===== config.mk =====
export PLATFORM = sky130hd
export DESIGN_NAME = ffha_ctrl
export DESIGN_NICKNAME = d
export VERILOG_FILES = /design/src/rtl/ffha_pkg.sv /design/src/rtl/ffha_ctrl.sv
export SDC_FILE = /design/constraint.sdc
export NUM_CORES = 2
export LEC_CHECK = 0
export BUFFER_PORTS_ARGS = -buffer_cell sky130_fd_sc_hd__buf_2
export CAP_MARGIN = 40
export CELL_PAD_IN_SITES_DETAIL_PLACEMENT = 1
export CELL_PAD_IN_SITES_GLOBAL_PLACEMENT = 1
export CORE_MARGIN = 5
export CORE_UTILIZATION = 40
export CTS_CLUSTER_SIZE = 16
export DETAILED_ROUTE_END_ITERATION = 12
export PLACE_DENSITY_LB_ADDON = 0.08
export SKIP_CTS_REPAIR_TIMING = 1
export SYNTH_ARGS = -nofsm -noshare
export SYNTH_HDL_FRONTEND = slang
export SYNTH_SLANG_ARGS = --single-unit

===== constraint.sdc =====
create_clock -name clk -period 7.45 [get_ports clk]
set_input_delay 1.49 -clock clk [delete_from_list [all_inputs] [get_ports clk]]
set_output_delay 1.49 -clock clk [all_outputs]
set_load 0.01 [all_outputs]

===== src/rtl/ffha_pkg.sv =====
// Shared types, constants and helpers of the first-fit heap allocator.
`default_nettype none
package ffha_pkg;

  localparam int MAX_RECORDS = 256;
  localparam int IDX_W = $clog2(MAX_RECORDS);
  localparam int CNT_W = IDX_W + 1;

  localparam logic [31:0] LARGE_REQ     = 32'h0010_0000;
  localparam logic [31:0] MIN_ALIGN     = 32'd4;
  localparam logic [31:0] HEAP_BASE_RST = 32'd0;
  localparam logic [31:0] HEAP_SIZE_RST = 32'd50331648;

  // Operation codes
  localparam logic FN_ALLOC = 1'b0;
  localparam logic FN_FREE  = 1'b1;

  // Register indexes
  localparam logic REG_BASE = 1'b0;
  localparam logic REG_SIZE = 1'b1;

  typedef enum logic [1:0] {
    ST_OK       = 2'd0,
    ST_OOM      = 2'd1,
    ST_NOTFOUND = 2'd2
  } status_t;

  typedef enum logic [4:0] {
    S_IDLE, S_PREP,
    S_FF_RD, S_FF_LD, S_FF_CHK, S_FF_AP1, S_FF_AP2,
    S_LG_RD, S_LG_LD, S_LG_CHK,
    S_BK_RD, S_BK_LD, S_BK_END,
    S_OV_RD, S_OV_LD, S_LG_FIN,
    S_BP_CALC, S_BP_CHK,
    S_FR_RD, S_FR_LD,
    S_MG_RD, S_MG_LD, S_MJ_RD, S_MJ_LD,
    S_DROP, S_DROP_CP,
    S_DONE
  } state_t;

  // One entry of the record table
  typedef struct packed {
    logic [31:0] st;
    logic [31:0] len;
    logic        fr;
  } rec_t;

  typedef struct packed {
    logic        func;
    logic [31:0] req_size;
    logic [31:0] alignment;
    logic [31:0] free_address;
  } req_t;

  typedef struct packed {
    logic [31:0] block_address;
    status_t     status;
  } rsp_t;

  // (x + m) & ~m with m = alignment - 1
  function automatic logic [31:0] round_up(input logic [31:0] x, input logic [31:0] m);
    return (x + m) & ~m;
  endfunction

endpackage
`default_nettype wire


===== src/rtl/ffha_ctrl.sv =====
// Sequencer and datapath that walk the record table for alloc and free.
`default_nettype none
module ffha_ctrl
  import ffha_pkg::*;
(
  input  wire logic             clk,
  input  wire logic             rst,
  input  wire logic             start,
  input  wire req_t             req,
  output      logic             ready,
  output      logic             rsp_valid,
  input  wire logic             rsp_take,
  output      rsp_t             rsp,
  input  wire logic [31:0]      heap_base,
  input  wire logic [31:0]      heap_size,
  input  wire logic             base_wr,
  input  wire logic [31:0]      base_val,
  output      logic             ram_we,
  output      logic [IDX_W-1:0] ram_waddr,
  output      rec_t             ram_wdata,
  output      logic [IDX_W-1:0] ram_raddr,
  input  wire rec_t             ram_rdata
);

  state_t state, state_next;
  logic [CNT_W-1:0] used, used_next, ci, ci_next, cj, cj_next;
  logic [31:0] bump, bump_next;
  logic        op_func, op_func_next;
  logic [31:0] op_size, op_size_next, op_amask, op_amask_next;
  logic [31:0] op_faddr, op_faddr_next, heap_end, heap_end_next;
  logic [31:0] r_st, r_st_next, r_len, r_len_next, r_en, r_en_next;
  logic [31:0] r_al, r_al_next, r_aend, r_aend_next;
  logic        r_fr, r_fr_next;
  logic [31:0] blocker, blocker_next;
  rsp_t        res, res_next;

  logic [31:0] align_eff;
  logic        room;
  logic        x_live;

  assign align_eff = (req.alignment < MIN_ALIGN) ? MIN_ALIGN : req.alignment;
  assign room      = (used < CNT_W'(MAX_RECORDS));
  assign x_live    = ram_rdata.fr && (ram_rdata.len != 32'd0);

  assign ready     = (state == S_IDLE);
  assign rsp_valid = (state == S_DONE);
  assign rsp       = res;

  // State and working registers
  always_ff @(posedge clk) begin
    if (rst) begin
      state <= S_IDLE;
      used  <= '0;
      bump  <= HEAP_BASE_RST;
    end else begin
      state <= state_next;
      used  <= used_next;
      bump  <= bump_next;
    end
    ci       <= ci_next;
    cj       <= cj_next;
    op_func  <= op_func_next;
    op_size  <= op_size_next;
    op_amask <= op_amask_next;
    op_faddr <= op_faddr_next;
    heap_end <= heap_end_next;
    r_st     <= r_st_next;
    r_len    <= r_len_next;
    r_en     <= r_en_next;
    r_al     <= r_al_next;
    r_aend   <= r_aend_next;
    r_fr     <= r_fr_next;
    blocker  <= blocker_next;
    res      <= res_next;
  end

  // Next state, datapath and table port
  always_comb begin
    state_next    = state;
    used_next     = used;
    bump_next     = bump;
    ci_next       = ci;
    cj_next       = cj;
    op_func_next  = op_func;
    op_size_next  = op_size;
    op_amask_next = op_amask;
    op_faddr_next = op_faddr;
    heap_end_next = heap_end;
    r_st_next     = r_st;
    r_len_next    = r_len;
    r_en_next     = r_en;
    r_al_next     = r_al;
    r_aend_next   = r_aend;
    r_fr_next     = r_fr;
    blocker_next  = blocker;
    res_next      = res;
    ram_we        = 1'b0;
    ram_waddr     = ci[IDX_W-1:0];
    ram_wdata     = '0;
    ram_raddr     = ci[IDX_W-1:0];

    case (state)
      S_IDLE: begin
        if (base_wr && used == '0) begin
          bump_next = base_val;
        end
        if (start) begin
          op_func_next  = req.func;
          op_amask_next = align_eff - 32'd1;
          op_size_next  = (req.req_size == 32'd0) ? align_eff : req.req_size;
          op_faddr_next = req.free_address;
          state_next    = S_PREP;
        end
      end

      S_PREP: begin
        heap_end_next = heap_base + heap_size;
        ci_next       = '0;
        res_next      = '{block_address: 32'd0, status: ST_OK};
        state_next    = (op_func == FN_FREE) ? S_FR_RD : S_FF_RD;
      end

      // First fit over free records
      S_FF_RD: begin
        if (ci >= used) begin
          ci_next    = '0;
          state_next = (op_size >= LARGE_REQ) ? S_LG_RD : S_BP_CALC;
        end else begin
          state_next = S_FF_LD;
        end
      end
      S_FF_LD: begin
        r_st_next  = ram_rdata.st;
        r_len_next = ram_rdata.len;
        r_fr_next  = ram_rdata.fr;
        r_en_next  = ram_rdata.st + ram_rdata.len;
        r_al_next  = round_up(ram_rdata.st, op_amask);
        state_next = S_FF_CHK;
      end
      S_FF_CHK: begin
        if (r_fr && r_len != 32'd0 && r_al >= r_st && r_al <= r_en &&
            op_size <= r_en - r_al) begin
          ram_we     = 1'b1;
          ram_wdata  = '{st: r_al, len: op_size, fr: 1'b0};
          res_next.block_address = r_al;
          state_next = S_FF_AP1;
        end else begin
          ci_next    = ci + 1'b1;
          state_next = S_FF_RD;
        end
      end
      S_FF_AP1: begin
        r_aend_next = r_al + op_size;
        if (r_al > r_st && room) begin
          ram_we    = 1'b1;
          ram_waddr = used[IDX_W-1:0];
          ram_wdata = '{st: r_st, len: r_al - r_st, fr: 1'b1};
          used_next = used + 1'b1;
        end
        state_next = S_FF_AP2;
      end
      S_FF_AP2: begin
        if (r_aend < r_en && room) begin
          ram_we    = 1'b1;
          ram_waddr = used[IDX_W-1:0];
          ram_wdata = '{st: r_aend, len: r_en - r_aend, fr: 1'b1};
          used_next = used + 1'b1;
        end
        state_next = S_DONE;
      end

      // Large request: claim free space up to the next allocated block
      S_LG_RD: begin
        state_next = (ci >= used) ? S_BP_CALC : S_LG_LD;
      end
      S_LG_LD: begin
        r_st_next  = ram_rdata.st;
        r_len_next = ram_rdata.len;
        r_fr_next  = ram_rdata.fr;
        r_al_next  = round_up(ram_rdata.st, op_amask);
        state_next = S_LG_CHK;
      end
      S_LG_CHK: begin
        if (!r_fr || r_len == 32'd0 || r_al < r_st || op_size > heap_end - r_al) begin
          ci_next    = ci + 1'b1;
          state_next = S_LG_RD;
        end else begin
          r_en_next    = r_al + op_size;
          blocker_next = heap_end;
          cj_next      = '0;
          state_next   = S_BK_RD;
        end
      end
      S_BK_RD: begin
        ram_raddr  = cj[IDX_W-1:0];
        state_next = (cj >= used) ? S_BK_END : S_BK_LD;
      end
      S_BK_LD: begin
        if (!ram_rdata.fr && ram_rdata.len != 32'd0 && ram_rdata.st >= r_al &&
            ram_rdata.st < blocker) begin
          blocker_next = ram_rdata.st;
        end
        cj_next    = cj + 1'b1;
        state_next = S_BK_RD;
      end
      S_BK_END: begin
        if (r_en > blocker) begin
          ci_next    = ci + 1'b1;
          state_next = S_LG_RD;
        end else begin
          cj_next    = '0;
          state_next = S_OV_RD;
        end
      end
      S_OV_RD: begin
        ram_raddr  = cj[IDX_W-1:0];
        state_next = (cj >= used) ? S_LG_FIN : S_OV_LD;
      end
      S_OV_LD: begin
        // kill free records that the claimed block overlaps
        if (x_live && ram_rdata.st < r_en && r_al < ram_rdata.st + ram_rdata.len) begin
          ram_we    = 1'b1;
          ram_waddr = cj[IDX_W-1:0];
          ram_wdata = '{st: ram_rdata.st, len: 32'd0, fr: 1'b0};
        end
        cj_next    = cj + 1'b1;
        state_next = S_OV_RD;
      end
      S_LG_FIN: begin
        if (room) begin
          ram_we    = 1'b1;
          ram_waddr = used[IDX_W-1:0];
          ram_wdata = '{st: r_al, len: op_size, fr: 1'b0};
          used_next = used + 1'b1;
        end
        if (r_en > bump) begin
          bump_next = r_en;
        end
        res_next.block_address = r_al;
        state_next = S_DONE;
      end

      // Bump pointer
      S_BP_CALC: begin
        r_al_next  = round_up(bump, op_amask);
        state_next = S_BP_CHK;
      end
      S_BP_CHK: begin
        if (op_size > heap_end - r_al) begin
          res_next = '{block_address: 32'd0, status: ST_OOM};
        end else begin
          bump_next = r_al + op_size;
          res_next.block_address = r_al;
          if (room) begin
            ram_we    = 1'b1;
            ram_waddr = used[IDX_W-1:0];
            ram_wdata = '{st: r_al, len: op_size, fr: 1'b0};
            used_next = used + 1'b1;
          end
        end
        state_next = S_DONE;
      end

      // Free: find the record, then merge
      S_FR_RD: begin
        if (ci >= used) begin
          res_next.status = ST_NOTFOUND;
          state_next      = S_DONE;
        end else begin
          state_next = S_FR_LD;
        end
      end
      S_FR_LD: begin
        if (ram_rdata.len != 32'd0 && ram_rdata.st == op_faddr) begin
          ram_we     = 1'b1;
          ram_wdata  = '{st: ram_rdata.st, len: ram_rdata.len, fr: 1'b1};
          ci_next    = '0;
          state_next = S_MG_RD;
        end else begin
          ci_next    = ci + 1'b1;
          state_next = S_FR_RD;
        end
      end
      S_MG_RD: begin
        state_next = (ci >= used) ? S_DONE : S_MG_LD;
      end
      S_MG_LD: begin
        r_st_next  = ram_rdata.st;
        r_len_next = ram_rdata.len;
        r_en_next  = ram_rdata.st + ram_rdata.len;
        if (x_live) begin
          cj_next    = ci + 1'b1;
          state_next = S_MJ_RD;
        end else begin
          ci_next    = ci + 1'b1;
          state_next = S_MG_RD;
        end
      end
      S_MJ_RD: begin
        ram_raddr = cj[IDX_W-1:0];
        if (cj >= used) begin
          ci_next    = ci + 1'b1;
          state_next = S_MG_RD;
        end else begin
          state_next = S_MJ_LD;
        end
      end
      S_MJ_LD: begin
        if (x_live && r_en == ram_rdata.st) begin
          ram_we     = 1'b1;
          ram_wdata  = '{st: r_st, len: r_len + ram_rdata.len, fr: 1'b1};
          state_next = S_DROP;
        end else if (x_live && ram_rdata.st + ram_rdata.len == r_st) begin
          ram_we     = 1'b1;
          ram_wdata  = '{st: ram_rdata.st, len: r_len + ram_rdata.len, fr: 1'b1};
          state_next = S_DROP;
        end else begin
          cj_next    = cj + 1'b1;
          state_next = S_MJ_RD;
        end
      end
      S_DROP: begin
        // move the last record into the hole, then restart the pass
        used_next = used - 1'b1;
        ram_raddr = used_next[IDX_W-1:0];
        if (cj != used_next) begin
          state_next = S_DROP_CP;
        end else begin
          ci_next    = '0;
          state_next = S_MG_RD;
        end
      end
      S_DROP_CP: begin
        ram_we     = 1'b1;
        ram_waddr  = cj[IDX_W-1:0];
        ram_wdata  = ram_rdata;
        ci_next    = '0;
        state_next = S_MG_RD;
      end

      S_DONE: begin
        if (rsp_take) begin
          state_next = S_IDLE;
        end
      end

      default: state_next = S_IDLE;
    endcase
  end

  // Checks
  a_used_bound: assert property (@(posedge clk) disable iff (rst)
    used <= CNT_W'(MAX_RECORDS))
    else $error("record count beyond table depth");

  a_no_write_idle: assert property (@(posedge clk) disable iff (rst)
    (state == S_IDLE || state == S_DONE) |-> !ram_we)
    else $error("table written outside a request");

  a_fail_zero: assert property (@(posedge clk) disable iff (rst)
    (state == S_DONE && res.status != ST_OK) |-> res.block_address == 32'd0)
    else $error("failed request returns nonzero address");

  a_copy_after_drop: assert property (@(posedge clk) disable iff (rst)
    state == S_DROP_CP |-> $past(state) == S_DROP)
    else $error("record copy without drop");

endmodule
`default_nettype wire


Yosys cells after proc, flatten, opt, wreduce, memory -nomap -nowiden
Cells that the tools add are included.
- input bits: 263
- register bits: 420
- logic and storage cells: 246
- output and inout bits: 118
- magnitude comparators: 18
- reductions and logical operators: 53
- multiplexer cells: 85
- add/sub/neg operators: 15
- equal/unequal tests: 53
- bitwise logic cells: 3
- operators with widths (operator ; number):
    two-way mux 65 bit ; 9
    one-hot mux 65 bit (9 select lines) ; 1
    two-way mux 32 bit ; 10
    adder 32 bit ; 6
    one-hot mux 32 bit (2 select lines) ; 3
    < comparator 32 bit ; 5
    two-way mux 9 bit ; 17
    greater-than comparator 32 bit ; 4
    one-hot mux 32 bit (4 select lines) ; 1
    subtractor 32 bit ; 4
    one-hot mux 5 bit (25 select lines) ; 1
    equality test 32 bit ; 3
    one-hot mux 32 bit (3 select lines) ; 1
    one-hot mux 9 bit (5 select lines) ; 2
    one-hot mux 9 bit (9 select lines) ; 1
    bitwise AND 32 bit ; 2
    greater-or-equal comparator 32 bit ; 2
    <= comparator 32 bit ; 2
    zero test 32 bit ; 2
    nonzero test 32 bit ; 2
    equality test 5 bit (second input constant) ; 11
    one-hot mux 8 bit (6 select lines) ; 1
    inequality test 2 bit (second input constant) ; 21
    equality test 5 x 4 -> 1 bit (second input constant) ; 8
    other kinds (39) ; 108

Logic depth before layout (Yosys ltp)
- depth after elaboration: 7
- depth in mapped cells: 30

Worst setup path before layout
No wires, ideal clock.
- kind: input -> output
- from: input port ram_rdata[1] (netlist name)
- to: output port ram_waddr[0]
- path slack: 157 ps
- required time: 5960 ps
- arrival time: 5803 ps
- stages on the path: 22
- cells stage by stage: ha_1 > fa_1 > a21o_2 > a211oi_4 > o31ai_2 > a211oi_1 > nor3_1 > or3_1 > a21oi_1 > xor2_1 > ha_1 > nor2b_1 > o21ai_0 > nand4_1 > nor3_1 > o211a_1 > o311ai_0 > a221oi_1 > nand2b_1 > clkbuf_1 > a222oi_1 > inv_1
- word-level cells in the longest chain between the ends: 6
- elaborated cells on any way between the ends: 8
- RTL lines (element ; RTL line ; text):
    start, declared ; ffha_ctrl.sv:22 ; input wire rec_t ram_rdata
    branches (longest 3 deep; another with adder 32 bit) ; n/a ;
    logical AND 1 bit (*) ; ffha_ctrl.sv:221 ; if (x_live && ram_rdata.st < r_en && r_al < ram_rdata.st + ram_rdata.len) begin
    two-way mux 8 bit (*) ; ffha_ctrl.sv:221 ;
    one-hot mux 8 bit (6 select lines) (*) ; ffha_ctrl.sv:102 ; case (state)
    end, declared ; ffha_ctrl.sv:19 ; output logic [IDX_W-1:0] ram_waddr,
Every way passes the cells marked *.

==> metrics.cfg <==
[run_status]
status=complete, but fails checks
failed_checks=setup timing

[routing]
drt_pass1_iterations=5
routed_via_density=6.10
antenna_left=0
routed_wl_mm=197
drt_iter0_drc=3457
dr_total_vias=41672
wl_per_cell_um=28.8
drc=0

[timing]
fin_ws_ns=-0.857
fin_crit_ns=8.31
maxSlewViolCount=0
clock_skew_ns=0.0341
worst_pin_slew_ns=1.11
whs_ns=0.505
rsz0062_at_grt=yes
fmax_ghz=0.120
setup_violations=73
tns_ns=-53.28
finalHoldViolCount=0
fin_crit_sh=1.12
slew_headroom=0.261

[global_routing]
grt_start_max_net_pins=58
met3_usage=0.0513
antenna_found_initial=8
grt-busiest-layer=met2
grt_overflow=0
grt_pass1_vias=42132
met1_usage=0.454
track_usage=0.345
grt_pass1_wl_mm=277
use_met2=0.559

[synth]
ys.flop_type=edfxtp_1
ys_types=101
yosys-top-cells-count=ha_1, edfxtp_1, a21oi_1
synth_top_area_frac=0.275
synth_edf_count=374
async_flop_share=0
syn_inst=4546
syn_area_um2=40800
syn-num-nets=5377
synth_seq_cells=420
ys_seq_area_frac=0.298
synth.area.top_cells=edfxtp_1, ha_1, a21oi_1, a21o_1, xnor2_1
synth_warnings=0
avgSynthCellArea_um2=8.98
synth_most_common_cell=ha_1
synth_top_area_cell=edfxtp_1

[die]
die_w_um=329
die_h_um=329
io_pins=381
core_area_um2=102000
dieArea_um2=109000
floorplan.initialDensity=0.402
num_rows=117

[finish]
final_util=0.500
areaGrowthSynthToFinish_pct=24.3
final_nets=6241
final_cell_area_um2=50800
layout-drive-gt1-share=0.220

[clock_network]
cts_made_buffers=52
htreeDepth=2
cts.sinks=420
cts_root_buffer=clkbuf_16
insertion_delay_ns=0.66
clock_path_buffers=3
clk_pin_slew_ns=0.06
cts_tree=yes

[min_path]
holdCritPathClass=flip-flop to flip-flop

[setup_path]
crit_type=flip-flop to output pin
cp_data_arrival_time_ns=6.82
end_kind=output pin
slowest_stage=o41a_1
required_ns=5.96
slowest_delay_ns=0.42
path_common_cell=buf_4
crit_fanout=7
startpoint_type=flip-flop

[power]
p_int_mw=9.53
peakVddDrop_v=0.000184
p_leak_nw=22.8
power.density_nw_per_um2=356
total_power_mw=18.1
switchingPower_mw=8.56
combPwrFrac=0.619
p_sw_frac=0.473
pwr-share-seq=0.235
pwr-share-clk=0.146

[placement]
gp_congestion=0.999
hpwlAfterDp_mm=163
dpl_cell_area_um2=48100
port_buffers=380

[job]
maxCapViolations=0

==> layout by cell type (no fill, tap or decap), drive strengths merged, types with 171 or more instances in the layout <==
master / n
a21o: 218
a21oi: 336
buf: 944
edfxtp: 374
ha: 559
inv: 307
nand2: 309
nor2: 311
o21ai: 285
xnor2: 182
xor2: 171
==> path summary, 6_finish.rpt <==
kind          startpoint            end  slack (ns)  cells past startpoint
max          heap_end[0]  ram_wdata[14]       -0.86                     36
min             bump[11]       bump[11]        0.50                      2
min reg2reg     bump[11]       bump[11]        0.50                      2
max reg2reg  heap_end[0]          ci[3]        1.03                     32
==> area by class of cell <==
class                   count  area, um2
clock inverters            35        320
well taps                1368       1710
flip-flops and latches    420      12200
inverters                 300       1130
repair buffers            951       6520
diodes                      5       12.5
fillers                 11990      50800
clock buffers              63       1380
multi-input cells        3685      27500
==> power by group through the flow <==
| stage | Combinational (mW) | Clock [mW] | Sequential, mW |
|---|---|---|---|
| floorplan | 6.55 | 0 | 4.00 |
| global placement | 10.5 | 0 | 4.22 |
| detailed placement | 10.8 | 0 | 4.23 |
| CTS | 10.8 | 2.68 | 4.20 |
| global route | 12.1 | 2.77 | 4.28 |
| finish | 11.2 | 2.65 | 4.25 |
==> worst max-delay path: cells and delay by family, from the launching register on <==
| family | cells | cell delay, ns |
|---|---|---|
| simple gates | 5 | 0.58 |
| compound gates | 16 | 2.79 |
| flops | 1 | 0.38 |
| xor+xnor | 1 | 0.09 |
| fa+ha+maj | 3 | 0.77 |
| buf+inv | 11 | 1.54 |
==> metal layers <==
metal,share of wire,wire [um]
met5,0.000066,13
met4,0.060,11900
met3,0.069,13500
met2,0.45,88200
met1,0.42,83300
==> kinds of logic after synthesis <==
logic type	Yosys count	synth area share
adders and majority gates	568	0.176
muxes	44	0.0119
xor gates and xnor gates	362	0.0809
buffers and inverters	441	0.0420
and+or+nand+nor	1297	0.158
AOI/OAI and AO/OA	1414	0.234
DFF	420	0.298
==> state kept, by name (all words and copies together) (netlist names), 5 cells and up <==
name,cells
ci,9
op_amask,32
heap_end,32
r_en,32
op_faddr,32
r_len,32
r_aend,32
op_size,32
bump,32
cj,9
r_st,32
state,5
used,9
rsp,34
r_al,32
blocker,32
==> per-stage QoR <==
stage,setup slack [ns],instances
6_report,-0.857,6827
4_1_cts,-1.35,6782
3_3_place_gp,-0.547,6675
3_5_place_dp,-0.768,6684
5_1_grt,-1.21,6822
2_1_floorplan,0.157,4546
No activity file was read; power rests on OpenSTA's default activity.
